`config.mk`:
```
export PLATFORM = sky130hd
export DESIGN_NAME = sla_front
export DESIGN_NICKNAME = d
export VERILOG_FILES = /design/src/rtl/sla_pkg.sv /design/src/rtl/sla_front.sv
export SDC_FILE = /design/constraint.sdc
export NUM_CORES = 1
export LEC_CHECK = 0
export ABC_AREA = 1
export BUFFER_PORTS_ARGS = -buffer_cell sky130_fd_sc_hd__buf_4
export CAP_MARGIN = 15
export CORE_ASPECT_RATIO = 2
export CORE_MARGIN = 10
export CORE_UTILIZATION = 52
export DETAILED_ROUTE_END_ITERATION = 6
export PLACE_DENSITY_LB_ADDON = 0.25
export SYNTH_ARGS = -nofsm -noshare
export SYNTH_HDL_FRONTEND = slang
export SYNTH_SLANG_ARGS = --single-unit
```
`constraint.sdc`:
```
create_clock -name vclk -period 2.2
set_input_delay 0.11 -clock vclk [all_inputs]
set_output_delay 0.11 -clock vclk [all_outputs]
set_load 0.05 [all_outputs]
```
`src/rtl/sla_pkg.sv`:
```
// ----------------------------------------------------------------------------
// sla_pkg
// Shared types, register indexes and lookup tables of the spot light
// attenuation block.
// ----------------------------------------------------------------------------
package sla_pkg;

  localparam int PosW   = 20;
  localparam int DiffW  = 21;
  localparam int CfgW   = 60;
  localparam int IdxW   = 3;

  localparam logic [IdxW-1:0] REG_LIGHT_POSITION = 3'd0;
  localparam logic [IdxW-1:0] REG_LIGHT_COLOR    = 3'd1;
  localparam logic [IdxW-1:0] REG_FALLOFF_START  = 3'd2;
  localparam logic [IdxW-1:0] REG_FALLOFF_END    = 3'd3;
  localparam logic [IdxW-1:0] REG_SPOT_DIRECTION = 3'd4;
  localparam logic [IdxW-1:0] REG_SPOT_POWER     = 3'd5;

  localparam logic [59:0] LIGHT_POSITION_RST = 60'd0;
  localparam logic [47:0] LIGHT_COLOR_RST    = 48'h1000_1000_1000;
  localparam logic [19:0] FALLOFF_START_RST  = 20'd0;
  localparam logic [19:0] FALLOFF_END_RST    = 20'd2560;
  localparam logic [47:0] SPOT_DIRECTION_RST = 48'hC000_0000_0000;
  localparam logic [9:0]  SPOT_POWER_RST     = 10'd128;

  typedef enum logic [1:0] {
    FALL_ZERO,
    FALL_ONE,
    FALL_DIV
  } fall_kind_e;

  typedef enum logic [1:0] {
    CONE_ZERO,
    CONE_ONE,
    CONE_CALC
  } cone_kind_e;

  typedef struct packed {
    logic [2:0][DiffW-1:0] v;
    logic                  degen;
  } front_item_t;

  typedef struct packed {
    logic [47:0] light_color;
    logic [19:0] falloff_start;
    logic [19:0] falloff_end;
    logic [47:0] spot_direction;
    logic [9:0]  spot_power;
  } cfg_t;

  typedef struct packed {
    logic [15:0] dir_x;
    logic [15:0] dir_y;
    logic [15:0] dir_z;
    logic [15:0] irr_red;
    logic [15:0] irr_green;
    logic [15:0] irr_blue;
    logic        degenerate;
  } res_item_t;

  function automatic logic [16:0] log_lut(input logic [4:0] idx);
    logic [16:0] val;
    case (idx)
      5'd0:    val = 17'd0;
      5'd1:    val = 17'd5732;
      5'd2:    val = 17'd11136;
      5'd3:    val = 17'd16248;
      5'd4:    val = 17'd21098;
      5'd5:    val = 17'd25711;
      5'd6:    val = 17'd30110;
      5'd7:    val = 17'd34313;
      5'd8:    val = 17'd38336;
      5'd9:    val = 17'd42196;
      5'd10:   val = 17'd45904;
      5'd11:   val = 17'd49472;
      5'd12:   val = 17'd52911;
      5'd13:   val = 17'd56229;
      5'd14:   val = 17'd59434;
      5'd15:   val = 17'd62534;
      default: val = 17'd65536;
    endcase
    return val;
  endfunction

  function automatic logic [16:0] exp_lut(input logic [4:0] idx);
    logic [16:0] val;
    case (idx)
      5'd0:    val = 17'd65536;
      5'd1:    val = 17'd62757;
      5'd2:    val = 17'd60097;
      5'd3:    val = 17'd57549;
      5'd4:    val = 17'd55109;
      5'd5:    val = 17'd52773;
      5'd6:    val = 17'd50535;
      5'd7:    val = 17'd48393;
      5'd8:    val = 17'd46341;
      5'd9:    val = 17'd44376;
      5'd10:   val = 17'd42495;
      5'd11:   val = 17'd40693;
      5'd12:   val = 17'd38968;
      5'd13:   val = 17'd37316;
      5'd14:   val = 17'd35734;
      5'd15:   val = 17'd34219;
      default: val = 17'd32768;
    endcase
    return val;
  endfunction

endpackage

```
`src/rtl/sla_front.sv`:
```
// ----------------------------------------------------------------------------
// sla_front
// Forms the vector from the surface point to the light and flags a point
// that lies on the light.
// ----------------------------------------------------------------------------
module sla_front (
  input  logic signed [19:0]  point_x_i,
  input  logic signed [19:0]  point_y_i,
  input  logic signed [19:0]  point_z_i,
  input  logic [59:0]         light_pos_i,
  output sla_pkg::front_item_t item_o
);

  logic [2:0][19:0] pt;

  assign pt = {point_z_i, point_y_i, point_x_i};

  always_comb begin
    for (int c = 0; c < 3; c++) begin
      item_o.v[c] = {light_pos_i[20*c+19], light_pos_i[20*c +: 20]} -
                    {pt[c][19], pt[c]};
    end
    item_o.degen = (item_o.v == '0);
  end

endmodule

```
[After elaboration in Yosys (flattened, before gate mapping)]
Cells that the tools add are included.
Storage, ports and cells
  output and inout port bits: 64
  bits in registers: 0
  bits of input ports: 120
  word-level logic and storage cells: 4
Operators by class
  reductions and logical operators: 1
  add/sub/neg operators: 3
Operators by type and width (number)
  $logic_not 63->1: 1
  $sub 20x20->21: 3

[Depth between registers and ports, before layout]
Gate-level depths: netlist (run 1).
  depth after elaboration: 2
  depth in mapped cells: 18
  gate-level depth less buffers: 18

[Worst setup path before layout (run 1)]
Ideal clock, no wire load.
  path kind: input port to output port
  start: in light_pos_i[0]
  end: out item_o[0] (netlist bit)
  path buffers: 0
  arrival time: 2.627 ns
  stages on the path: 16
  setup slack: -0.537 ns
  data required time: 2.090 ns
  cell sequence: inv_1 > ha_1 > fa_1 > inv_1 > nand2_1 > nand2_1 > nand3b_1 > nand2_1 > nand3_1 > nand3_1 > nand2_1 > nor2_1 > nand2_1 > nor2_1 > nand3_1 > nor2_1
RTL lines
  start, declared: line sla_front.sv:10  | input logic [59:0] light_pos_i,
  end, declared: line sla_front.sv:11  | output sla_pkg::front_item_t item_o

==> run_results.csv, run 1 <==
group,metric,value,unit
routing,drtAntennaViolNets,0,
cells_and_area,seq_cell_count,0,
setup_path,crit_top_cell,"nand2_2",
power,vdd_drop_max,302,uV
routing,wl_per_cell,14.4,um
setup_path,worstSetupEndpointType,"output pin",
sta,relSlewSlack,68.0,%
synth,synth.net_count,1119,
placed_design,io_buffers,184,
status,violations,"setup timing",
placed_design,post-dp-hpwl,16400,um
power,power_density,433,mW/mm2
routing,viasPerCell,5.19,
flow_run,cap_violations,0,
setup_path,critical_path_class,"input pin to output pin",
setup_path,startpoint_type,"input pin",
cells_and_area,regArea,0,um2
cts,ctsHoldBuffers,0,
placed_design,place.gp.congestion,0.950,
sta,setup_slack,-0.189,ns
routing,drc,0,
floorplanning,rows,48,
setup_path,startpoint,"light_pos_i[20]",
floorplanning,die_h,152,um
setup_path,path_cells,"buf_6 -> inv_4 -> ha_4 -> fa_2 -> inv_2 -> nand2_2 -> nand2_2 -> nand3b_1 -> nand2_2 -> nand2_2 -> nand2_4 -> nand2_2 -> nand2_1 -> nand2_1 -> nand2_1 -> nand2_1 -> nor2_2 -> nand3_2 -> nor2_4 -> buf_8",
sta,hold_viol,0,
sta,rsz0062_at_grt,"true",
cells_and_area,fin_util,81.9,%
global_route,grt_util_all_layers,26.4,%
synth,synth_top_area_cell,"nand2_1",
sta,max_freq,419,MHz
setup_path,required,2.09,ns
routing,vias,6820,
cells_and_area,final_layout_size_suffix_gt1_share,30.3,%
cells_and_area,finalInstanceArea,0.00698,mm2
floorplanning,ios,184,
global_route,grt_start_max_net_pins,8,
floorplanning,core_area,0.00853,mm2
global_route,grt_overflow,0,
sta,final.setup.tns,-0.192,ns
synth,ys_warn_count,0,
placed_design,placed_area,0.00667,mm2
setup_path,cp_data_arrival_time,2.28,ns
hold_path,hold_path.startpoint,"point_x_i[0]",
routing,drt_iter0_markers,304,
global_route,grt_pass1_wl,28700,um
routing,routed_wl,18900,um
synth,ys_seq_area_share,0,%
sta,post-route-period-util,109,%
cells_and_area,num-clock-buffers,0,
cells_and_area,final_cell_count_no_fill,1314,
cells_and_area,fin_nets,1399,
sta,fin_crit,2.39,ns
synth,syn_inst,936,
power,p_leak,4.51,nW
placed_design,pre_cts_ws,-0.314,ns
setup_path,crit_slowest_cell,"fa_2",
floorplanning,fp.dieW,85.8,um
synth,synth_area_leaders,"nand2_1 29%, inv_1 20%, ha_1 17%, nand3_1 7.8%, nor2_1 5.9%",
cells_and_area,syn_to_final_growth,55.0,%
floorplanning,dieArea,0.0130,mm2
setup_path,critPathMaxFanout,3,
hold_path,hp-class,"input pin to output pin",
floorplanning,initial_core_util,52.8,%
placed_design,dp_cells,1305,
global_route,antenna_found_initial,0,
synth,synth_top_area_share,29.4,%
sta,whs,0.651,ns
synth,syn_avg_cell_area,4.81,um2
status,status,"complete, but fails checks",
synth,yosysUniqueCellTypes,29,
sta,setup_viol,2,
sta,drv_slew,0,
setup_path,critPathMaxStageDelay,0.40,ns
global_route,grt_pass1_vias,6975,
sta,worst-slew-pin-transition,0.475,ns
synth,synth_area,0.00450,mm2
cells_and_area,antennaDiodeCount,0,
power,total_power,3.02,mW
routing,dr.pass1.iters,5,
==> routing by layer <==
layer | vias up | wire [um] | track usage [%]
met1 | 3004 | 5600 | 19.9
met2 | 300 | 10700 | 55.0
met5 | - | 0 | 0
met3 | 103 | 1260 | 5.62
li1 | 3413 | - | -
met4 | 0 | 1350 | 17.5
==> path summary, 6_finish.rpt <==
check,endpoint,slack (ns),cells past startpoint
worst max-delay path,item_o[0],-0.19,20
worst min-delay path,item_o[1],0.65,4
==> worst max-delay path, delay by kind of cell <==
kind	cells	cell delay, ns
and+or+nand+nor	14	1.28
buffers and inverters	4	0.32
adders and majority gates	2	0.56
==> power breakdown <==
part | internal [mW] | switching, mW | total [mW] | leakage [nW]
Combinational | 1.12 | 1.90 | 3.02 | 4.51
Clock | 0 | 0 | 0 | 0
Sequential | 0 | 0 | 0 | 0
==> Yosys cell counts (all sizes together) (2+ instances only) <==
library cell    n
nand3          71
nand2         368
ha             60
nor2           76
o21bai          4
xor2            3
nor3            6
nand4          11
o21ai          14
a21oi          48
nor4            4
nand3b         15
a31oi           2
or2             2
and2            3
fa              3
inv           241
==> kinds of logic (layout without fill, tap and decap cells) <==
family | Yosys count | after routing | share of synthesized area, %
AOI/OAI and AO/OA | 71 | 71 | 8.44
adders and majority gates | 63 | 63 | 18.0
and+or+nand+nor | 556 | 556 | 52.4
buffers and inverters | 242 | 520 | 20.3
xor gates and xnor gates | 4 | 4 | 0.778
==> area by class of cell <==
type / count / area (um2)
fillers: 709 / 1550
inverters: 241 / 910
multi-input cells: 694 / 3820
well taps: 100 / 125
repair buffers: 279 / 2130
==> cell usage in the layout, fill, tap and decap left out, drive strengths merged, types with 2 or more instances in the layout <==
master    n
nand3    71
and2      3
xor2      3
nand3b   15
a31oi     2
buf     279
fa        3
nand2   368
nor3      6
or2       2
o21ai    14
nand4    11
nor2     76
nor4      4
ha       60
o21bai    4
a21oi    48
inv     241
==> what timing repair did <==
item / in CTS / in global routing
endpoints found under the hold margin: 0 / 0
resized for setup: 24 / 49
cloned: 0 / 0
buffers inserted: 4 / 5
pin swaps: 13 / 23
endpoints found under the setup margin: 4 / 6
Power figures use the tool's default switching activity.
==> inputs of run 2 (changes only) <==
--- a/config.mk
+++ b/config.mk
@@ -13,6 +13,7 @@
 export CORE_UTILIZATION = 52
 export DETAILED_ROUTE_END_ITERATION = 6
 export PLACE_DENSITY_LB_ADDON = 0.25
+export RECOVER_POWER = 50
 export SYNTH_ARGS = -nofsm -noshare
 export SYNTH_HDL_FRONTEND = slang
 export SYNTH_SLANG_ARGS = --single-unit
==> run_results.csv, run 2 (same netlist as run 1, synthesis figures left out) <==
group,metric,value,unit
setup_path,critPathMaxStageDelay,0.40,ns
floorplanning,ios,184,
status,status,"complete, but fails checks",
routing,wl_per_cell,14.4,um
global_route,grt_pass1_vias,6975,
setup_path,critPathBufInv,4,
floorplanning,fp.dieW,85.8,um
placed_design,placed_area,0.00667,mm2
global_route,grt_start_max_net_pins,8,
power,p_leak,4.46,nW
cells_and_area,seq_cell_count,0,
cells_and_area,fin_nets,1399,
setup_path,path_cells,"buf_6 -> inv_4 -> ha_4 -> fa_2 -> inv_2 -> nand2_2 -> nand2_2 -> nand3b_1 -> nand2_2 -> nand2_2 -> nand2_4 -> nand2_2 -> nand2_1 -> nand2_1 -> nand2_1 -> nand2_1 -> nor2_2 -> nand3_2 -> nor2_4 -> buf_8",
setup_path,cp_data_arrival_time,2.27,ns
cells_and_area,fin_util,81.3,%
routing,drtAntennaViolNets,0,
sta,hold_viol,0,
power,total_power,3.00,mW
routing,routed_wl,18900,um
routing,drc,0,
floorplanning,die_h,152,um
cells_and_area,syn_to_final_growth,54.0,%
power,vdd_drop_max,308,uV
cells_and_area,finalInstanceArea,0.00694,mm2
global_route,grt_util_all_layers,26.4,%
cells_and_area,nFillCells,731,
floorplanning,core_area,0.00853,mm2
cells_and_area,antennaDiodeCount,0,
sta,worst-slew-pin-transition,0.760,ns
routing,drt_iter0_markers,288,
cells_and_area,final_common_cell,"nand2_1",
sta,setup_viol,2,
floorplanning,dieArea,0.0130,mm2
routing,vias,6811,
floorplanning,initial_core_util,52.8,%
sta,post-route-period-util,108,%
sta,relSlewSlack,49.6,%
cells_and_area,num-clock-buffers,0,
global_route,antenna_found_initial,0,
setup_path,required,2.09,ns
placed_design,post-dp-hpwl,16400,um
cells_and_area,mostFrequentLayoutCells,"327 x nand2_1, 259 x buf_4, 234 x inv_1, 64 x nand3_1, 60 x nor2_1",
sta,whs,0.758,ns
sta,setup_slack,-0.185,ns
status,violations,"setup timing",
setup_path,critPathMaxFanout,3,
setup_path,startpoint_type,"input pin",
sta,max_freq,419,MHz
sta,drv_slew,0,
global_route,grt_pass1_wl,28700,um
placed_design,io_buffers,184,
setup_path,critical_path_class,"input pin to output pin",
sta,fin_crit,2.38,ns
routing,dr.pass1.iters,7,
global_route,grt_overflow,0,
setup_path,crit_slowest_cell,"fa_2",
cells_and_area,regArea,0,um2
cells_and_area,final_layout_size_suffix_gt1_share,29.3,%
setup_path,crit_top_cell,"nand2_2",
power,power_density,432,mW/mm2
sta,rsz0062_at_grt,"true",
hold_path,hp-class,"input pin to output pin",
placed_design,place.gp.congestion,0.950,
flow_run,cap_violations,0,
routing,viasPerCell,5.18,
cts,ctsHoldBuffers,0,
setup_path,worstSetupEndpointType,"output pin",
setup_path,critPathTopFamily,"simple AND/OR/NAND/NOR gates",
floorplanning,rows,48,
-- run 2: cell types whose count changed in the layout (fill, tap and decap cells not counted) --
cell / delta
buf_4: -12
clkbuf_1: +12
-- run 2: cell type report --
class | count | area (um2) | share of cell area [%]
repair buffers | 279 | 2080 | 30.0
well taps | 100 | 125 | 1.80
inverters | 241 | 910 | 13.1
multi-input cells | 694 | 3820 | 55.0
-- run 2: timing repair --
action	CTS	global route
buffers inserted	4	5
pin swaps	13	23
hold endpoints to repair	0	0
resized for setup	24	49
setup endpoints to repair	4	6
-- run 2: final timing paths --
path | start | end | slack [ns] | cells after the start
setup / recovery | light_pos_i[20] | item_o[0] | -0.18 | 20
hold / removal | point_x_i[0] | item_o[1] | 0.76 | 4
-- run 2: stage by stage --
| step | setup TNS (ns) | cells | worst slack, ns |
|---|---|---|---|
| 6_report | -0.186 | 1314 | -0.185 |
| 3_3_place_gp | -0.235 | 1305 | -0.235 |
| 5_1_grt | -0.483 | 1314 | -0.310 |
| 4_1_cts | -0.0878 | 1309 | -0.0878 |
| 3_5_place_dp | -0.379 | 1305 | -0.314 |
| 2_1_floorplan | -0.0999 | 936 | -0.0999 |
-- run 2: report_power, final --
group / switching, mW / leakage [nW] / internal [mW]
Sequential: 0 / 0 / 0
Combinational: 1.90 / 4.46 / 1.09
Clock: 0 / 0 / 0
Total: 1.90 / 4.46 / 1.09
-- run 2: metal layers --
layer	routed length (um)	share of wire (%)	GRT usage [%]
met4	1340	7.1	17.5
met3	1210	6.4	5.62
met5	0	0	0
met2	10700	57	55.0
met1	5650	30	19.9
