### src/rtl/sla_fifo.sv
// ----------------------------------------------------------------------------
// sla_fifo
// Small first-in first-out word queue.
// ----------------------------------------------------------------------------
module sla_fifo #(
  parameter int DEPTH = 4,
  parameter int WIDTH = 8
) (
  input  logic             clk_i,
  input  logic             rst_ni,
  input  logic             push_i,
  input  logic [WIDTH-1:0] data_i,
  output logic             full_o,
  input  logic             pop_i,
  output logic [WIDTH-1:0] data_o,
  output logic             empty_o
);

  localparam int PtrW = (DEPTH > 1) ? $clog2(DEPTH) : 1;
  localparam int CntW = $clog2(DEPTH + 1);

  logic [WIDTH-1:0] mem_q [DEPTH];
  logic [PtrW-1:0]  wr_ptr_q, rd_ptr_q;
  logic [CntW-1:0]  cnt_q;
  logic             do_push, do_pop;

  assign full_o  = (cnt_q == CntW'(DEPTH));
  assign empty_o = (cnt_q == '0);
  assign do_push = push_i && !full_o;
  assign do_pop  = pop_i && !empty_o;
  assign data_o  = mem_q[rd_ptr_q];

  always_ff @(posedge clk_i) begin
    if (do_push) begin
      mem_q[wr_ptr_q] <= data_i;
    end
  end

  always_ff @(posedge clk_i or negedge rst_ni) begin
    if (!rst_ni) begin
      wr_ptr_q <= '0;
      rd_ptr_q <= '0;
      cnt_q    <= '0;
    end else begin
      if (do_push) begin
        wr_ptr_q <= (wr_ptr_q == PtrW'(DEPTH - 1)) ? '0 : wr_ptr_q + 1'b1;
      end
      if (do_pop) begin
        rd_ptr_q <= (rd_ptr_q == PtrW'(DEPTH - 1)) ? '0 : rd_ptr_q + 1'b1;
      end
      if (do_push && !do_pop) begin
        cnt_q <= cnt_q + 1'b1;
      end else if (do_pop && !do_push) begin
        cnt_q <= cnt_q - 1'b1;
      end
    end
  end

endmodule

### config.mk
export PLATFORM = sky130hd
export DESIGN_NAME = sla_fifo
export DESIGN_NICKNAME = d
export VERILOG_FILES = /design/src/rtl/sla_fifo.sv
export SDC_FILE = /design/constraint.sdc
export NUM_CORES = 1
export LEC_CHECK = 0
export ABC_CLOCK_PERIOD_IN_PS = 5000
export BUFFER_PORTS_ARGS = -buffer_cell sky130_fd_sc_hd__buf_4
export CAP_MARGIN = 20
export CORE_MARGIN = 1.5
export CORE_UTILIZATION = 45
export DETAILED_ROUTE_END_ITERATION = 16
export PLACE_DENSITY_LB_ADDON = 0.3
export SLEW_MARGIN = 20
export SYNTH_ARGS = -nofsm -noshare
export SYNTH_HDL_FRONTEND = slang
export SYNTH_SLANG_ARGS = --single-unit
### constraint.sdc
create_clock -name clk_i -period 5 [get_ports clk_i]
set_input_delay 1 -clock clk_i [delete_from_list [all_inputs] [get_ports clk_i]]
set_output_delay 1 -clock clk_i [all_outputs]
set_load 0.03 [all_outputs]
* Word level (Yosys, flattened, before mapping)
Memories as Yosys holds them, arrays and structs flattened.
Cells that the tools add are included.
** Word-level totals
- Bits in registers :: 7
- Bits in latches :: 0
- Bits in writable memories :: 32
- ROM bits :: 0
- Bits of input ports :: 12
- Word-level logic and storage cells :: 27
- Memories :: 1
** Memory list
- mem_q :: words 4, width 8, rd ports 1, clocked after Yosys merged registers in 0, write ports 1, line 22 : logic [WIDTH-1:0] mem_q [DEPTH];
** Cells by class
- Add/sub/neg operators :: 4
- Multiply operators :: 0
- Divide/modulo/power cells :: 0
- $lt $le $gt $ge :: 0
- Equal/unequal tests :: 3
- Shift operators :: 0
- Muxes and demuxes :: 6
- Bitwise operators :: 0
- Reduce and logical (&&, ||, !) cells :: 10
** Operators with widths (count)
- $mux W3 :: 2
- $add A2 B1 Y2 const B :: 2
- $eq A2 B2 Y1 const B :: 2
- $logic_and A1 B1 Y1 :: 4
- $logic_not A1 Y1 :: 4
- $mux W2 :: 2
- $add A3 B1 Y3 const B :: 1
- $eq A3 B3 Y1 const B :: 1
- $logic_not A3 Y1 :: 1
- $sub A3 B1 Y3 const B :: 1
- $mux W1 :: 2
- $reduce_bool A2 Y1 :: 1

* Depth between registers and ports, before layout
Gate-level depths: netlist of run 1.
- Depth in word-level cells :: 7
- Depth in mapped cells :: 9

* Worst setup path after synthesis of run 1
OpenSTA, ideal clock, no wires.
- Path kind :: register to register
- Start point :: register cnt_q[0]
- End point :: register cnt_q[2]
- Library setup time :: 0.079 ns
- Data arrival time :: 2.460 ns
- Required time :: 4.921 ns
- Slack :: 2.461 ns
- Cell stages (with the launch flop) :: 9
- Buffers on the path :: 0
- Clock period less this slack :: 2.539 ns
- Path through :: dfrtp_1 > nor3_1 > nand2b_4 > ha_1 > inv_1 > fa_1 > xor2_1 > nor2_1 > xor2_1
** On the way
- Longest elaborated chain between the ends :: 6
- Elaborated cells on any way between the ends :: 15
- Those cells by class :: add/sub: 2; eq/ne: 1; mux: 2; reduce/logical: 10
** Ends and longest elaborated chain
- start, declared :: line 24 : logic [CntW-1:0] cnt_q;
- start signal, assigned :: line 52 : cnt_q <= cnt_q + 1'b1;
- start signal, assigned :: line 54 : cnt_q <= cnt_q - 1'b1;
- $logic_not A3 Y1 (*) :: line 28 : assign empty_o = (cnt_q == '0);
- via empty_o :: line 16 : output logic empty_o
- $logic_not A1 Y1 (*) :: line 30 : assign do_pop = pop_i && !empty_o;
- $logic_and A1 B1 Y1 (*) :: line 30
- $logic_not A1 Y1 :: line 51 : if (do_push && !do_pop) begin
- $logic_and A1 B1 Y1 :: line 51
- $mux W3 or $reduce_bool A2 Y1 (tied branches)
The timed path passes the listed nets; every way through them passes the cells marked *. The select of a mux whose other input is x is not followed.
A chain may end at the register's enable or synchronous reset.

* Worst setup path in the final report of run 1
- Start point :: register rd_ptr_q[0]
- End point :: output port data_o[4]
** On the way
- Longest elaborated chain between the ends :: 1
** Ends and longest elaborated chain
- start, declared :: line 23 : logic [PtrW-1:0] wr_ptr_q, rd_ptr_q;
- start signal, assigned :: line 49 : rd_ptr_q <= (rd_ptr_q == PtrW'(DEPTH - 1)) ? '0 : rd_ptr_q + 1'b1;
- $mem_v2 Z4 W8
- end, declared :: line 15 : output logic [WIDTH-1:0] data_o,
Every way passes these cells.

==> impl_metrics.yaml, run 1 <==
status:
  status: "finished clean"
yosys:
  synth-xor-area-share: 0.0162
  syn_avg_cell_area_um2: 20.5
  ys_warn_count: 0
  synth_top_family_by_area: "multiplexers"
  synth-main-ff-cell: "edfxtp_1"
  synth-seq-area-share: 0.701
  synth-compound-area-share: 0
  syn_inst: 79
  ys_async_sr_fraction: 0.179
  synth_cell_types: 19
  syn_area_um2: 1620
  synth_fa_ha_area_frac: 0.0587
  synthMuxAreaShare: 0.151
  synth_edf_count: 32
  syn_nets: 98
  yosys.area_share.simple: 0.0541
  yosys_register_bits: 39
sta:
  hold_violations: 0
  finalSetupViolCount: 0
  fin_setup_tns_ns: 0
  skew_ns: 0.00625
  finalMaxSlewViolations: 0
  rsz0062_at_grt: "false"
  relSlewSlack: 0.611
  worst_pin_slew_ns: 0.583
  period_minus_slack_ns: 2.83
  clock.fmax_ghz: 0.353
  layout_worst_path_cycle_share: 0.567
clock_network:
  cts-htree-levels: 2
  cts_sinks: 39
  cts_setup_buffers: 0
  clock_insertion_delay_worst_skew_ns: 0.33
  numCtsBuffers: 5
  clk_path_buf_depth: 2
  cts-root-buf: "clkbuf_4"
  cts_tree: "done"
  cts_hold_buf: 0
  ctsResizeCount: 0
  clk_pin_slew_ns: 0.11
place:
  dp_hpwl_um: 1570
  io_buffers: 21
  gp_congestion: 0.679
routing:
  drcViolationCount: 0
  antenna_left: 0
  routedWlPerCell_um: 15.2
  drt_pass1_iterations: 4
  wl_um: 2290
  num_vias: 744
  drtIter0Drc: 14
  avgViaCountPerCell: 4.93
cells_and_area:
  antennaDiodeCount: 0
  syn_to_final_growth_pct: 17.1
  final_nets: 123
  drive_gt1_frac: 0.467
  fillers: 271
power_and_ir_drop:
  total_power_mw: 1.16
  ir_worst_vdd_mv: 0.272
  p_leak_nw: 0.716
  powerDensity_nw_per_um2: 613
setup_path:
  crit_fanout: 11
  critical_path.top_delay_family: "flip-flops"
  startpoint_type: "register"
  timing.critical_path.buf_inv: 1
  rr_startpoint: "cnt_q[2]"
  arrival_ns: 1.83
  worstPathCellList: "mux4_2 > buf_4"
  r2r-end: "cnt_q[2]"
  critPathRequiredTime_ns: 4.00
  worst_r2r_path_depth: 8
  worst-setup-path-type: "reg -> out"
  slowest_delay_ns: 0.73
  setup.worst_path.end_class: "output port"
  rrSetupSlack_ns: 2.93
  worst_path_max_delay_cell: "dfrtp_1"
floorplan:
  ios: 22
  start_util: 0.478
  dieHeight_um: 63.0
  rows: 21
  die_w_um: 63.0
  fp.coreArea_um2: 3390
  dieArea_um2: 3970
global_routing:
  antenna_found_initial: 0
  grt_pass1_wl_um: 4000
  grtUsageTotal: 0.137
  grt-ovfl-total: 0
  grt_max_degree: 14
  grt_pass1_vias: 848
job:
  cap_viol_max_count: 0
hold_path:
  hold_class: "in -> async"
worst max path at each step:
| stage | start | end | cells after the start |
|---|---|---|---|
| 3_5_place_dp | push_i | cnt_q[2] | 8 |
| 2_1_floorplan | cnt_q[0] | cnt_q[2] | 8 |
| 5_1_grt | rd_ptr_q[0] | data_o[4] | 2 |
| 3_3_place_gp | push_i | cnt_q[2] | 8 |
| 6_report | rd_ptr_q[0] | data_o[4] | 2 |
| 4_1_cts | rd_ptr_q[0] | data_o[4] | 2 |
report_power, final:
part	switching (mW)	leakage [nW]	internal (mW)
sequential	0.0761	0.375	0.439
combinational	0.221	0.295	0.220
clock	0.100	0.0452	0.105
total	0.398	0.716	0.765
placed cells by master (no fill, tap or decap):
cell type	Yosys	routed
and2_2	4	4
buf_4	0	21
bufinv_16	0	1
clkbuf_4	0	5
clkinv_2	0	1
clkinv_4	0	1
dfrtp_1	7	7
edfxtp_1	32	32
fa_1	1	1
ha_1	6	6
inv_1	3	3
mux2_2	3	3
mux2_4	2	2
mux4_2	8	8
nand2b_4	1	1
nor2_1	3	3
nor2b_2	1	1
nor3_1	1	1
nor3b_4	1	1
xnor2_1	1	1
xor2_1	2	2
flip-flops by register name, indices dropped and copies added (netlist names):
register / cells
cnt_q: 3
rd_ptr_q: 2
wr_ptr_q: 2
mem_q: 32
synth_stat cells (2+ instances only):
| cell type | n | area, um^2 |
|---|---|---|
| mux2_4 | 2 | 30.0 |
| ha_1 | 6 | 75.1 |
| mux2_2 | 3 | 33.8 |
| edfxtp_1 | 32 | 961 |
| dfrtp_1 | 7 | 175 |
| and2_2 | 4 | 30.0 |
| inv_1 | 3 | 11.3 |
| xor2_1 | 2 | 17.5 |
| mux4_2 | 8 | 180 |
| nor2_1 | 3 | 11.3 |
cells by family after synthesis:
| logic type | after synthesis |
|---|---|
| muxes | 13 |
| and+or+nand+nor | 11 |
| buffers and inverters | 6 |
| xor gates and xnor gates | 3 |
| DFF | 39 |
| adders and majority gates | 7 |
layout make-up:
| class | count | area, um^2 | area share |
|---|---|---|---|
| Clock buffer | 5 | 37.5 | 0.0198 |
| Sequential cell | 39 | 1140 | 0.599 |
| Inverter | 3 | 11.3 | 0.00594 |
| Multi-Input combinational cell | 34 | 453 | 0.239 |
| Tap cell | 46 | 57.6 | 0.0303 |
| Timing Repair Buffer | 21 | 158 | 0.0831 |
| Clock inverter | 3 | 43.8 | 0.0231 |
metrics by stage:
stage	hold slack, ns	area, um^2	utilization	instances	setup WS (ns)
3_5_place_dp	0.488	1820	0.536	143	2.43
2_1_floorplan	0.464	1620	-	79	2.46
4_1_cts	0.452	1900	0.560	151	2.11
6_report	0.459	1900	0.560	151	2.17
3_3_place_gp	0.489	1820	0.536	143	2.49
5_1_grt	0.445	1900	0.560	151	2.03
per-layer routing:
metal  track usage  vias up  part of all wire
met3        0.0396        4             0.040
li1              -      349                 -
met2         0.229       15              0.53
met4        0.0500        0            0.0096
met1         0.171      376              0.42
met5             0        -                 0
(Power assumes the default switching activity.)
==> inputs of run 2 (changes only) <==
- ABC_CLOCK_PERIOD_IN_PS: 5000 -> 2300
- clock period: 5 -> 2.3 ns (I/O delays scaled with it)
==> run 2 against run 1 <==
  * Highest routed layer unchanged
  * First-iteration DRC count grew to 2.8 times the previous value
  * Count of clock-buffer cells in the layout is the same
  * Flip-flop and latch count is the same
  * Largest cell class unchanged
==> impl_metrics.yaml, run 2 (synthesized netlist as in run 1, its figures left out) <==
global_routing:
  grtUsageMet2: 0.233
  antenna_found_initial: 0
  grt-ovfl-total: 0
  use_met1: 0.178
  gr-max-usage-layer: "met2"
  met3_usage: 0.0468
  grtUsageTotal: 0.148
  grt_pass1_wl_um: 4240
  grt_pass1_vias: 892
  grt_max_degree: 13
sta:
  layout_worst_path_cycle_share: 0.918
  setup_slack_ns: 0.189
  rsz0062_at_grt: "false"
  fin_setup_tns_ns: 0
  finalSetupViolCount: 0
  period_minus_slack_ns: 2.11
  skew_ns: 0.00404
  hold_violations: 0
  clock.fmax_ghz: 0.474
  relSlewSlack: 0.720
  finalMaxSlewViolations: 0
  worst_pin_slew_ns: 0.420
  hold-worst-slack_ns: 0.319
setup_path:
  setup.worst_path.end_class: "output port"
  rr_startpoint: "cnt_q[1]"
  worst-setup-path-type: "reg -> out"
  critPathRequiredTime_ns: 1.84
  startpoint: "rd_ptr_q[0]"
  rrSetupSlack_ns: 0.33
  worst_r2r_path_depth: 8
  endpoint: "data_o[6]"
  r2r-end: "cnt_q[2]"
  arrival_ns: 1.65
  startpoint_type: "register"
  crit_fanout: 11
place:
  io_buffers: 21
  pre_cts_slack_ns: 0.313
  gp_congestion: 0.727
  dp_hpwl_um: 1680
routing:
  drtIter0Drc: 39
  wl_um: 2430
  avgViaCountPerCell: 5.00
  antenna_left: 0
  num_vias: 765
  drcViolationCount: 0
  routedWlPerCell_um: 15.9
  drt_pass1_iterations: 2
power_and_ir_drop:
  p_leak_nw: 0.722
  total_power_mw: 2.53
  ir_worst_vdd_mv: 0.706
  powerDensity_nw_per_um2: 1320
cells_and_area:
  final_nets: 125
  drive_gt1_frac: 0.477
  layout_common_cells: "32 x edfxtp_1, 22 x buf_4, 8 x mux4_2"
  syn_to_final_growth_pct: 18.2
  utilization: 0.565
  antennaDiodeCount: 0
  largest_register: "mem_q"
  largest_register_ffs: 32
  final_common_cell: "edfxtp_1"
  reg_top3: "mem_q (32), cnt_q (3)"
floorplan:
  die_w_um: 63.0
  start_util: 0.478
  rows: 21
  ios: 22
  dieHeight_um: 63.0
  dieArea_um2: 3970
  fp.coreArea_um2: 3390
clock_network:
  clock_insertion_delay_worst_skew_ns: 0.33
  cts-htree-levels: 2
  clk_path_buf_depth: 2
  cts_sinks: 39
  numCtsBuffers: 5
  cts_tree: "done"
  clk_pin_slew_ns: 0.11
  cts-root-buf: "clkbuf_4"
hold_path:
  hold_class: "in -> reg"
job:
  cap_viol_max_count: 0
status:
  status: "finished clean"
run 2: area by class of cell:
cell class / instances / area, um^2
Clock inverter: 3 / 38.8
Sequential cell: 39 / 1140
Fill cell: 264 / 1470
Multi-Input combinational cell: 34 / 458
Clock buffer: 5 / 37.5
Inverter: 3 / 11.3
Timing Repair Buffer: 23 / 175
Tap cell: 46 / 57.6
run 2: critical path: stages (launching register included):
cell and delay [ns]:
dfrtp_2 0.58, mux4_2 0.56, buf_4 0.18
run 2: stage by stage:
| step | instances | area (um^2) |
|---|---|---|
| floorplan | 79 | 1630 |
| global placement | 144 | 1830 |
| detailed placement | 144 | 1830 |
| CTS | 153 | 1920 |
| global route | 153 | 1920 |
| finish | 153 | 1920 |
run 2: worst min path at each step:
stage               startpoint          end  slack (ns)  cells past startpoint
CTS                  data_i[7]  mem_q[1][7]        0.30                      1
global placement        rst_ni     cnt_q[2]        0.28                      1
finish               data_i[7]  mem_q[1][7]        0.32                      1
detailed placement      rst_ni     cnt_q[2]        0.28                      1
floorplan               rst_ni     cnt_q[0]        0.16                      0
global route         data_i[0]  mem_q[2][0]        0.29                      1
run 2: power breakdown:
part | leakage [nW] | internal (mW) | switching [mW] | total (mW)
clock network | 0.0426 | 0.224 | 0.209 | 0.432
logic | 0.305 | 0.484 | 0.477 | 0.961
registers | 0.374 | 0.957 | 0.178 | 1.13
run 2: layer usage:
metal,share of wire,wire length (um)
met4,0.018,44
met3,0.035,86
met2,0.53,1290
met1,0.41,1010
met5,0,0
run 2: what timing repair did:
action	in CTS	in global routing
buffers inserted	0	0
endpoints found under the hold margin	7	0
resized for setup	1	0
hold buffers	1	0
endpoints found under the setup margin	8	0
